===== src/hdl/rbs_pkg.sv =====
// ----------------------------------------------------------------------------
// rbs_pkg: shared types and codes for the reconnect backoff scheduler
// Request, result and register codes plus the beat payload structs.
// ----------------------------------------------------------------------------
package rbs_pkg;

    localparam int unsigned DELAY_W = 31;
    localparam int unsigned WORD_W  = 32;
    localparam int unsigned ADDR_W  = 3;

    localparam logic [DELAY_W-1:0] MIN_RESET = 31'd1000;
    localparam logic [DELAY_W-1:0] MAX_RESET = 31'd60000;

    typedef enum logic [2:0] {
        REQ_SET_EN   = 3'd0,
        REQ_ARM      = 3'd1,
        REQ_DISARM   = 3'd2,
        REQ_TRY      = 3'd3,
        REQ_START    = 3'd4,
        REQ_DONE     = 3'd5
    } t_req_type;

    typedef enum logic [1:0] {
        OUT_COMPLETED = 2'd0,
        OUT_ABORTED   = 2'd1,
        OUT_ERROR     = 2'd2
    } t_outcome;

    typedef enum logic [1:0] {
        ST_OK      = 2'd0,
        ST_REFUSED = 2'd1,
        ST_ABORTED = 2'd2,
        ST_FAILED  = 2'd3
    } t_status;

    typedef enum logic [2:0] {
        CAUSE_NONE     = 3'd0,
        CAUSE_WAIT_ARM = 3'd1,
        CAUSE_OFF      = 3'd2,
        CAUSE_DISARMED = 3'd3,
        CAUSE_STALE    = 3'd4
    } t_cause;

    // Register word index, taken from paddr[2]
    typedef enum logic {
        REG_BACKOFF_MIN = 1'b0,
        REG_BACKOFF_MAX = 1'b1
    } t_reg_idx;

    typedef struct packed {
        logic [2:0]         req_type;
        logic               enable_on;
        logic [WORD_W-1:0]  security_word;
        logic [WORD_W-1:0]  module_gen;
        logic [WORD_W-1:0]  now_ms;
        logic [1:0]         call_outcome;
        logic               join_ok;
    } t_req;

    typedef struct packed {
        logic               go;
        logic               is_armed;
        logic               in_flight;
        logic [1:0]         status;
        logic [WORD_W-1:0]  security_out;
        logic [DELAY_W-1:0] backoff_now;
        logic [WORD_W-1:0]  next_try_at;
        logic [WORD_W-1:0]  attempt_count;
        logic [WORD_W-1:0]  success_count;
        logic [WORD_W-1:0]  failure_count;
        logic [2:0]         idle_cause;
    } t_rsp;

endpackage


===== src/hdl/rbs_req_if.sv =====
// ----------------------------------------------------------------------------
// rbs_req_if: request channel
// Valid/ready channel carrying one scheduler event per beat.
// ----------------------------------------------------------------------------
interface rbs_req_if import rbs_pkg::*; ();
    logic valid;
    logic ready;
    t_req payload;

    modport source (output valid, output payload, input ready);
    modport sink   (input valid, input payload, output ready);
endinterface


===== src/hdl/rbs_rsp_if.sv =====
// ----------------------------------------------------------------------------
// rbs_rsp_if: result channel
// Valid/ready channel carrying one scheduler result per beat.
// ----------------------------------------------------------------------------
interface rbs_rsp_if import rbs_pkg::*; ();
    logic valid;
    logic ready;
    t_rsp payload;

    modport source (output valid, output payload, input ready);
    modport sink   (input valid, input payload, output ready);
endinterface


===== src/hdl/reconnect_backoff_scheduler.sv =====
// ----------------------------------------------------------------------------
// reconnect_backoff_scheduler: retry timer with exponential backoff
// Tracks enable/arm state, the retry deadline and attempt counters, and
// answers each event beat with one result beat.
// ----------------------------------------------------------------------------
//  channel   dir  handshake           beat contents
//  i_req     in   valid/ready         one event (type, time, generation, ...)
//  o_rsp     out  valid/ready         one result per event
//  APB       in   psel/penable/pwrite backoff_min_ms at 0x0, backoff_max_ms at 0x4
//
//  Each event passes through the input register and then the result
//  register, one beat per cycle sustained while o_rsp is ready. The state
//  update is a single pass of compare, add and doubling logic per event.
//  Reset (i_rst_n low, synchronous) restores the flags, counters and both
//  backoff registers. A stalled result holds its register; the input stage
//  accepts while it is empty or the result register is free or draining.
// ----------------------------------------------------------------------------
module reconnect_backoff_scheduler import rbs_pkg::*; (
    input  logic               i_clk,
    input  logic               i_rst_n,
    rbs_req_if.sink            i_req,
    rbs_rsp_if.source          o_rsp,
    input  logic               psel,
    input  logic               penable,
    input  logic               pwrite,
    input  logic [ADDR_W-1:0]  paddr,
    input  logic [WORD_W-1:0]  pwdata,
    output logic [WORD_W-1:0]  prdata,
    output logic               pready
);

    // Configuration registers
    logic [DELAY_W-1:0] r_min;
    logic [DELAY_W-1:0] r_max;

    // Scheduler state
    logic               r_enabled,  n_enabled;
    logic               r_armed,    n_armed;
    logic               r_flight,   n_flight;
    logic [WORD_W-1:0]  r_security, n_security;
    logic [WORD_W-1:0]  r_gen,      n_gen;
    logic [WORD_W-1:0]  r_deadline, n_deadline;
    logic [DELAY_W-1:0] r_backoff,  n_backoff;
    logic [WORD_W-1:0]  r_attempts, n_attempts;
    logic [WORD_W-1:0]  r_successes, n_successes;
    logic [WORD_W-1:0]  r_failures, n_failures;
    t_cause             r_cause,    n_cause;

    // Pipeline registers
    logic               r_in_valid;
    t_req               r_req;
    logic               r_out_valid;
    t_rsp               r_rsp;

    logic               in_fire;
    logic               out_free;
    logic               adv;
    logic               go;
    t_status            status;
    logic [WORD_W-1:0]  grown;
    logic [DELAY_W-1:0] capped;
    logic [WORD_W-1:0]  since;
    logic               cfg_wr;

    // ------------------------------------------------------------------
    // APB register port: word index from paddr[2], writes in access phase
    // ------------------------------------------------------------------
    assign pready = 1'b1;
    assign cfg_wr = psel && penable && pwrite && pready;

    always_comb begin
        case (t_reg_idx'(paddr[2]))
            REG_BACKOFF_MIN: prdata = {1'b0, r_min};
            REG_BACKOFF_MAX: prdata = {1'b0, r_max};
            default:         prdata = '0;
        endcase
    end

    always_ff @(posedge i_clk) begin
        if (!i_rst_n) begin
            r_min <= MIN_RESET;
            r_max <= MAX_RESET;
        end else if (cfg_wr) begin
            if (t_reg_idx'(paddr[2]) == REG_BACKOFF_MIN) begin
                r_min <= pwdata[DELAY_W-1:0];
            end else begin
                r_max <= pwdata[DELAY_W-1:0];
            end
        end
    end

    // ------------------------------------------------------------------
    // Handshake: advance the input register whenever the result register
    // is empty or is handing its beat over in this cycle
    // ------------------------------------------------------------------
    assign out_free    = !r_out_valid || o_rsp.ready;
    assign adv         = r_in_valid && out_free;
    assign i_req.ready = !r_in_valid || out_free;
    assign in_fire     = i_req.valid && i_req.ready;

    always_ff @(posedge i_clk) begin
        if (!i_rst_n) begin
            r_in_valid <= 1'b0;
        end else if (i_req.ready) begin
            r_in_valid <= i_req.valid;
        end
    end

    always_ff @(posedge i_clk) begin
        if (in_fire) begin
            r_req <= i_req.payload;
        end
    end

    // ------------------------------------------------------------------
    // Backoff arithmetic: load the minimum from zero, else double; the
    // doubled value is at most 32 bits, so saturate against the maximum
    // ------------------------------------------------------------------
    assign grown  = (r_backoff == '0) ? {1'b0, r_min} : {r_backoff, 1'b0};
    assign capped = (grown > {1'b0, r_max}) ? r_max : grown[DELAY_W-1:0];
    // Wrapping signed compare: deadline reached when the difference is >= 0
    assign since  = r_req.now_ms - r_deadline;

    // ------------------------------------------------------------------
    // Event decode and next state
    // ------------------------------------------------------------------
    always_comb begin
        n_enabled   = r_enabled;
        n_armed     = r_armed;
        n_flight    = r_flight;
        n_security  = r_security;
        n_gen       = r_gen;
        n_deadline  = r_deadline;
        n_backoff   = r_backoff;
        n_attempts  = r_attempts;
        n_successes = r_successes;
        n_failures  = r_failures;
        n_cause     = r_cause;
        go          = 1'b0;
        status      = ST_OK;

        case (r_req.req_type)
            REQ_SET_EN: begin
                n_enabled = r_req.enable_on;
                if (!r_req.enable_on) begin
                    // Turn off: drop the arming, keep deadline and flight flag
                    n_security = '0;
                    n_armed    = 1'b0;
                    n_backoff  = '0;
                    n_cause    = CAUSE_OFF;
                end else if (!r_armed) begin
                    n_cause = CAUSE_WAIT_ARM;
                end
            end
            REQ_ARM: begin
                if (!r_enabled) begin
                    status = ST_REFUSED;
                end else begin
                    n_security = r_req.security_word;
                    n_gen      = r_req.module_gen;
                    n_deadline = r_req.now_ms;
                    n_backoff  = '0;
                    n_cause    = CAUSE_NONE;
                    n_armed    = 1'b1;
                end
            end
            REQ_DISARM: begin
                n_security = '0;
                n_armed    = 1'b0;
                n_backoff  = '0;
                n_cause    = CAUSE_DISARMED;
            end
            REQ_TRY: begin
                if (!r_armed) begin
                    status = ST_REFUSED;
                end else if (r_gen != r_req.module_gen) begin
                    // Module identity moved on: drop the stale arming
                    n_security = '0;
                    n_armed    = 1'b0;
                    n_backoff  = '0;
                    n_cause    = CAUSE_STALE;
                    status     = ST_REFUSED;
                end else begin
                    go = !since[WORD_W-1];
                end
            end
            REQ_START: begin
                if (!r_armed) begin
                    status = ST_REFUSED;
                end else begin
                    n_attempts = r_attempts + 1'b1;
                    n_flight   = 1'b1;
                    go         = 1'b1;
                end
            end
            REQ_DONE: begin
                n_flight = 1'b0;
                if (r_req.call_outcome == OUT_ABORTED) begin
                    status = ST_ABORTED;
                end else if (r_req.call_outcome == OUT_COMPLETED && r_req.join_ok) begin
                    n_successes = r_successes + 1'b1;
                    n_backoff   = '0;
                    n_deadline  = r_req.now_ms;
                    n_cause     = CAUSE_NONE;
                end else begin
                    // Error, unknown outcome or completed without a join
                    n_failures = r_failures + 1'b1;
                    n_backoff  = capped;
                    n_deadline = r_req.now_ms + {1'b0, capped};
                    status     = ST_FAILED;
                end
            end
            default: begin
                status = ST_REFUSED;
            end
        endcase
    end

    always_ff @(posedge i_clk) begin
        if (!i_rst_n) begin
            r_enabled   <= 1'b1;
            r_armed     <= 1'b0;
            r_flight    <= 1'b0;
            r_security  <= '0;
            r_gen       <= '0;
            r_deadline  <= '0;
            r_backoff   <= '0;
            r_attempts  <= '0;
            r_successes <= '0;
            r_failures  <= '0;
            r_cause     <= CAUSE_WAIT_ARM;
        end else if (adv) begin
            r_enabled   <= n_enabled;
            r_armed     <= n_armed;
            r_flight    <= n_flight;
            r_security  <= n_security;
            r_gen       <= n_gen;
            r_deadline  <= n_deadline;
            r_backoff   <= n_backoff;
            r_attempts  <= n_attempts;
            r_successes <= n_successes;
            r_failures  <= n_failures;
            r_cause     <= n_cause;
        end
    end

    // ------------------------------------------------------------------
    // Result register: capture the post-event view on every advance
    // ------------------------------------------------------------------
    always_ff @(posedge i_clk) begin
        if (!i_rst_n) begin
            r_out_valid <= 1'b0;
        end else if (out_free) begin
            r_out_valid <= r_in_valid;
        end
    end

    always_ff @(posedge i_clk) begin
        if (adv) begin
            r_rsp.go            <= go;
            r_rsp.is_armed      <= n_armed;
            r_rsp.in_flight     <= n_flight;
            r_rsp.status        <= status;
            r_rsp.security_out  <= n_security;
            r_rsp.backoff_now   <= n_backoff;
            r_rsp.next_try_at   <= n_deadline;
            r_rsp.attempt_count <= n_attempts;
            r_rsp.success_count <= n_successes;
            r_rsp.failure_count <= n_failures;
            r_rsp.idle_cause    <= n_cause;
        end
    end

    assign o_rsp.valid   = r_out_valid;
    assign o_rsp.payload = r_rsp;

`ifndef SYNTHESIS
    // A failed attempt never leaves the backoff above the ceiling
    a_backoff_capped: assert property (@(posedge i_clk) disable iff (!i_rst_n)
        adv && r_req.req_type == REQ_DONE && status == ST_FAILED
        |=> r_backoff <= $past(r_max))
        else $error("backoff above ceiling after failure");

    // Security word is only held while armed
    a_security_clear: assert property (@(posedge i_clk) disable iff (!i_rst_n)
        !r_armed |-> r_security == '0)
        else $error("security word kept while not armed");

    // A granted result always reports the block as armed
    a_go_armed: assert property (@(posedge i_clk) disable iff (!i_rst_n)
        r_out_valid && r_rsp.go |-> r_rsp.is_armed)
        else $error("go without arming");

    // A waiting event is not lost while the result side stalls
    a_in_hold: assert property (@(posedge i_clk) disable iff (!i_rst_n)
        r_in_valid && !out_free |=> r_in_valid && $stable(r_req))
        else $error("pending event dropped during stall");
`endif

endmodule

===== src/flat_wrapper.sv =====
// flat-port wrapper written by rule: the top's interface ports become plain ports
module reconnect_backoff_scheduler_flat import rbs_pkg::*;
  (i_clk, i_rst_n, psel, penable, pwrite, paddr, pwdata, prdata, pready, i_req_valid, i_req_payload, i_req_ready, o_rsp_valid, o_rsp_payload, o_rsp_ready);
  rbs_req_if i_req_i ();
  rbs_rsp_if o_rsp_i ();
  input  logic i_clk;
  input  logic i_rst_n;
  input  logic psel;
  input  logic penable;
  input  logic pwrite;
  input  logic [ADDR_W-1:0] paddr;
  input  logic [WORD_W-1:0] pwdata;
  output logic [WORD_W-1:0] prdata;
  output logic pready;
  input wire logic [$bits(i_req_i.valid)-1:0] i_req_valid;
  input wire logic [$bits(i_req_i.payload)-1:0] i_req_payload;
  output wire logic [$bits(i_req_i.ready)-1:0] i_req_ready;
  output wire logic [$bits(o_rsp_i.valid)-1:0] o_rsp_valid;
  output wire logic [$bits(o_rsp_i.payload)-1:0] o_rsp_payload;
  input wire logic [$bits(o_rsp_i.ready)-1:0] o_rsp_ready;
  assign i_req_i.valid = i_req_valid;
  assign i_req_i.payload = i_req_payload;
  assign i_req_ready = i_req_i.ready;
  assign o_rsp_valid = o_rsp_i.valid;
  assign o_rsp_payload = o_rsp_i.payload;
  assign o_rsp_i.ready = o_rsp_ready;
  reconnect_backoff_scheduler u_core (.i_clk(i_clk), .i_rst_n(i_rst_n), .i_req(i_req_i), .o_rsp(o_rsp_i), .psel(psel), .penable(penable), .pwrite(pwrite), .paddr(paddr), .pwdata(pwdata), .prdata(prdata), .pready(pready));
endmodule

===== config.mk =====
export PLATFORM = sky130hd
export DESIGN_NAME = reconnect_backoff_scheduler_flat
export DESIGN_NICKNAME = d
export VERILOG_FILES = /design/src/hdl/rbs_pkg.sv /design/src/hdl/rbs_req_if.sv /design/src/hdl/rbs_rsp_if.sv /design/src/hdl/reconnect_backoff_scheduler.sv /design/src/flat_wrapper.sv
export SDC_FILE = /design/constraint.sdc
export NUM_CORES = 1
export LEC_CHECK = 0
export BUFFER_PORTS_ARGS = -buffer_cell sky130_fd_sc_hd__buf_2
export CORE_MARGIN = 2
export CORE_UTILIZATION = 58
export DETAILED_ROUTE_END_ITERATION = 16
export PLACE_DENSITY = 0.8
export SLEW_MARGIN = 30
export SYNTH_ARGS = -nofsm -noshare
export SYNTH_HDL_FRONTEND = slang
export SYNTH_SLANG_ARGS = --single-unit

===== constraint.sdc =====
create_clock -name i_clk -period 11.4 [get_ports i_clk]
set_input_delay 2.28 -clock i_clk [delete_from_list [all_inputs] [get_ports i_clk]]
set_output_delay 2.28 -clock i_clk [all_outputs]
set_load 0.03 [all_outputs]

==> summary.txt <==
Synth
  • Async SR Flop Fraction: 0%
  • Synth warnings: 0
  • Yosys reg bits: 595
  • Leading post-synthesis cells by cell area: edfxtp_1 (32%), dfxtp_1 (21%), nand2_1 (5.3%), ha_1 (4.6%), xnor2_1 (3.8%)
  • Post-synthesis sequential area ratio: between 50 and 60%
  • Netlist Area Pre-Place: 28000 um^2
  • Area share of the largest cell type after synthesis: about a third
  • Post-synth cell types: 76
  • Syn avg cell area: roughly 10 um^2
  • Mapped Cells: between 2k and 3k
  • Cell accounting for the most synthesized area: edfxtp_1
  • Commonest cells in the netlist: nand2_1 (393), edfxtp_1 (302), dfxtp_1 (293), nor2_1 (220), a21oi_1 (179)
  • Post-synth EDFFs: 302
  • Mapped Nets: around 3.0k
  • Count leader, synth: nand2_1
  • Synth Flop Type: edfxtp_1

Final layout
  • Footprint of the multi-input gates: 12000 um^2
  • Storage element area: 14900 um^2
  • Post-Layout Cell Count: 3747
  • Final net count: 3317
  • Share of layout cells above drive strength 1: 18.2%
  • Layout area overhead: 15.6%
  • Layout fillers: roughly 3.5k

Pwr
  • Sequential power share: between 40% and 50%
  • Pint: between 3 and 4 mW
  • Pwr Total: 5.02 mW
  • Sw Pwr: approximately 1.3 mW
  • Worst VDD drop: 158 uV
  • Pwr Density: 155 nW/um^2
  • Clock power frac: a little over 40%
  • Lkg Pwr: around 13 nW
  • Sw Ratio: 25.6%
  • Comb pwr share: between 10% and 20%

STA
  • Clock Skews: 0.0268 ns
  • Worst slew pin tran: a little over 1 ns
  • Post-layout minimum cycle time: 7.38 ns
  • RSZ-0062 raised after global routing: false
  • Slew HR: between 30% and 40%
  • Max frequency: 135 MHz
  • Final setup viols: 0
  • Crit share post-route: 64.8%
  • Final max-slew violation count: 0
  • Hold Vio Cnt, Final: 0
  • Setup TNS: 0 ns

Clock tree
  • H-tree levels: 2
  • Post-cts sizing count: 0
  • Clk slew on worst S/H paths: 0.06 ns
  • Hold_buf cts: 0
  • Clock Sinks: 595
  • Worst-skew pair later-pin latency: around 0.62 ns
  • CTS root buffer: clkbuf_16
  • CTS tree: built
  • TritonCTS buffer count: 59
  • Clock Path Buffers: 3
  • Postcts setup bufs: 0

Detailed routing
  • Initial DRC Count: 2076
  • Via Count: 22.3k
  • Routed Antenna Nets: 0
  • DRC viols: 0
  • DRT Pass-1 Iters: 6
  • WL/cell: 19.2 um
  • Total Wirelength: 71.8 mm
  • Vias/cell: 5.95

Outcome
  • Outcome: completed

Floorplan
  • Die Wd: 224 um
  • IO Count: 379
  • Die Y: about 220 um
  • Die Area: roughly 50000 um^2
  • Initial Utilization: 58.7%
  • Site Rows: 80
  • Core ar.: approximately 48000 um^2

Critical path
  • Crit path launch type: register
  • Crit path kind: register to register
  • CP arrival: 7.74 ns
  • CP Capture Type: register
  • Crit-path max FO: 31
  • Worst r2r path cells: 27
  • Data required time at the worst endpoint: 11.75 ns

Placement
  • PortBufs: 373
  • Inst Count DP: ~3.6k
  • Gpl congestion: 0.962
  • Dpl hpwl: 48.6 mm

GRT
  • Vias in the first global route: 21.4k
  • Gr ovfl total: 0
  • Maximum number of pins on one net before global-route repair: around 160
  • Initial antenna violation count: 15
  • First-pass GRT wire length: 111 mm
  • Total global routing track utilization: 27.7%

Min path
  • Hold/Removal Path Class: register to register
  • Worst hold stages: 2

Job
  • Max cap viols: 0
## metrics by stage
| stage | util (%) | instance area (um^2) | hold WS [ns] | setup slack, ns |
|---|---|---|---|---|
| floorplan | - | 28000 | 0.437 | 2.18 |
| global placement | 63.4 | 30200 | 0.443 | 4.28 |
| detailed placement | 63.4 | 30200 | 0.447 | 4.27 |
| CTS | 67.7 | 32200 | 0.456 | 4.19 |
| global route | 67.8 | 32300 | 0.482 | 3.54 |
| finish | 67.8 | 32300 | 0.459 | 4.02 |
## kinds of logic after synthesis
logic type,Yosys count,synth area share [%]
AOI/OAI and AO/OA,616,14.2
xor gates and xnor gates,213,6.67
adders and majority gates,103,4.64
buffers and inverters,269,3.71
DFF,595,53.4
muxes,69,2.63
other,2,0.0269
and+or+nand+nor,904,14.7
## area by class of cell
| class | count | share of cell area (%) |
|---|---|---|
| antenna | 15 | 0.116 |
| tap | 615 | 2.38 |
| timing repair buffer | 396 | 6.41 |
| inverter | 110 | 1.32 |
| sequential | 595 | 46.2 |
| clock inverter | 40 | 1.51 |
| clock buffer | 69 | 4.78 |
| multi-input combinational | 1907 | 37.3 |
## worst max-delay path, stage by stage (launching register included)
cell,delay [ns]
dfxtp_1,0.37
nor4_1,0.42
nand4_1,0.27
nor2_1,0.16
buf_4,0.36
a21o_1,0.19
ha_1,0.24
a21o_1,0.18
a21oi_1,0.15
a21boi_0,0.11
o211ai_1,0.17
a21boi_0,0.15
o31a_1,0.32
o31ai_4,0.22
buf_4,0.49
mux2_2,0.43
inv_1,0.11
ha_1,0.20
fa_1,0.25
nand3_1,0.13
a211oi_1,0.43
o21ai_0,0.33
nand2_1,0.20
o211ai_1,0.19
or3_1,0.40
a31oi_1,0.25
nor2_1,0.10
a221o_1,0.28
## per-layer routing
metal	share of wire (%)	vias to the layer above	GRT usage, %
met1	40	10700	35.5
met5	0.022	-	0
met4	3.9	2	11.4
met2	49	914	46.8
met3	6.8	175	4.77
li1	-	10500	-
## power by group through the flow
stage | sequential, mW | clock (mW) | combinational (mW)
2_1_floorplan | 2.49 | 0 | 0.346
3_3_place_gp | 2.42 | 0 | 0.574
3_5_place_dp | 2.42 | 0 | 0.588
4_1_cts | 2.38 | 2.07 | 0.592
5_1_grt | 2.39 | 2.15 | 0.648
6_report | 2.38 | 2.04 | 0.599
## state kept, by name (all words and copies together), names as in the netlist
signal / count
u_core.r_successes: 32
u_core.o_rsp.payload: 199
u_core.r_security: 32
u_core.r_max: 31
u_core.r_req: 103
u_core.r_failures: 32
u_core.r_flight: 1
u_core.r_attempts: 32
u_core.o_rsp.valid: 1
u_core.r_cause: 3
u_core.r_backoff: 31
u_core.r_armed: 1
u_core.r_in_valid: 1
u_core.r_min: 31
u_core.r_deadline: 32
u_core.r_gen: 32
u_core.r_enabled: 1
## placed cells by master (no fill, tap or decap), types with 29 or more instances in the layout
cell       Yosys  routed
a21o_1        60      60
buf_2          6     373
nand3_1       75      75
o21ai_0      150     150
or3_1         32      32
a32oi_1       32      32
nor3_1        29      29
mux2i_1       34      34
a22o_1        33      33
xor2_1        93      93
edfxtp_1     302     302
inv_1        110     108
clkbuf_16      0      59
dfxtp_1      293     293
a21oi_1      179     179
nor2_1       220     218
xnor2_1      120     120
ha_1         102     102
mux2_2        35      35
nand2_1      393     391
nand4_1       50      50
## worst paths after layout
check                        from                   endpoint  slack, ns
max          u_core.r_backoff[14]  u_core.o_rsp.payload[125]       4.02
min reg2reg       u_core.r_flight            u_core.r_flight       0.46
max reg2reg  u_core.r_backoff[14]  u_core.o_rsp.payload[125]       4.02
min               u_core.r_flight            u_core.r_flight       0.46
No activity file was read; power rests on OpenSTA's default activity.
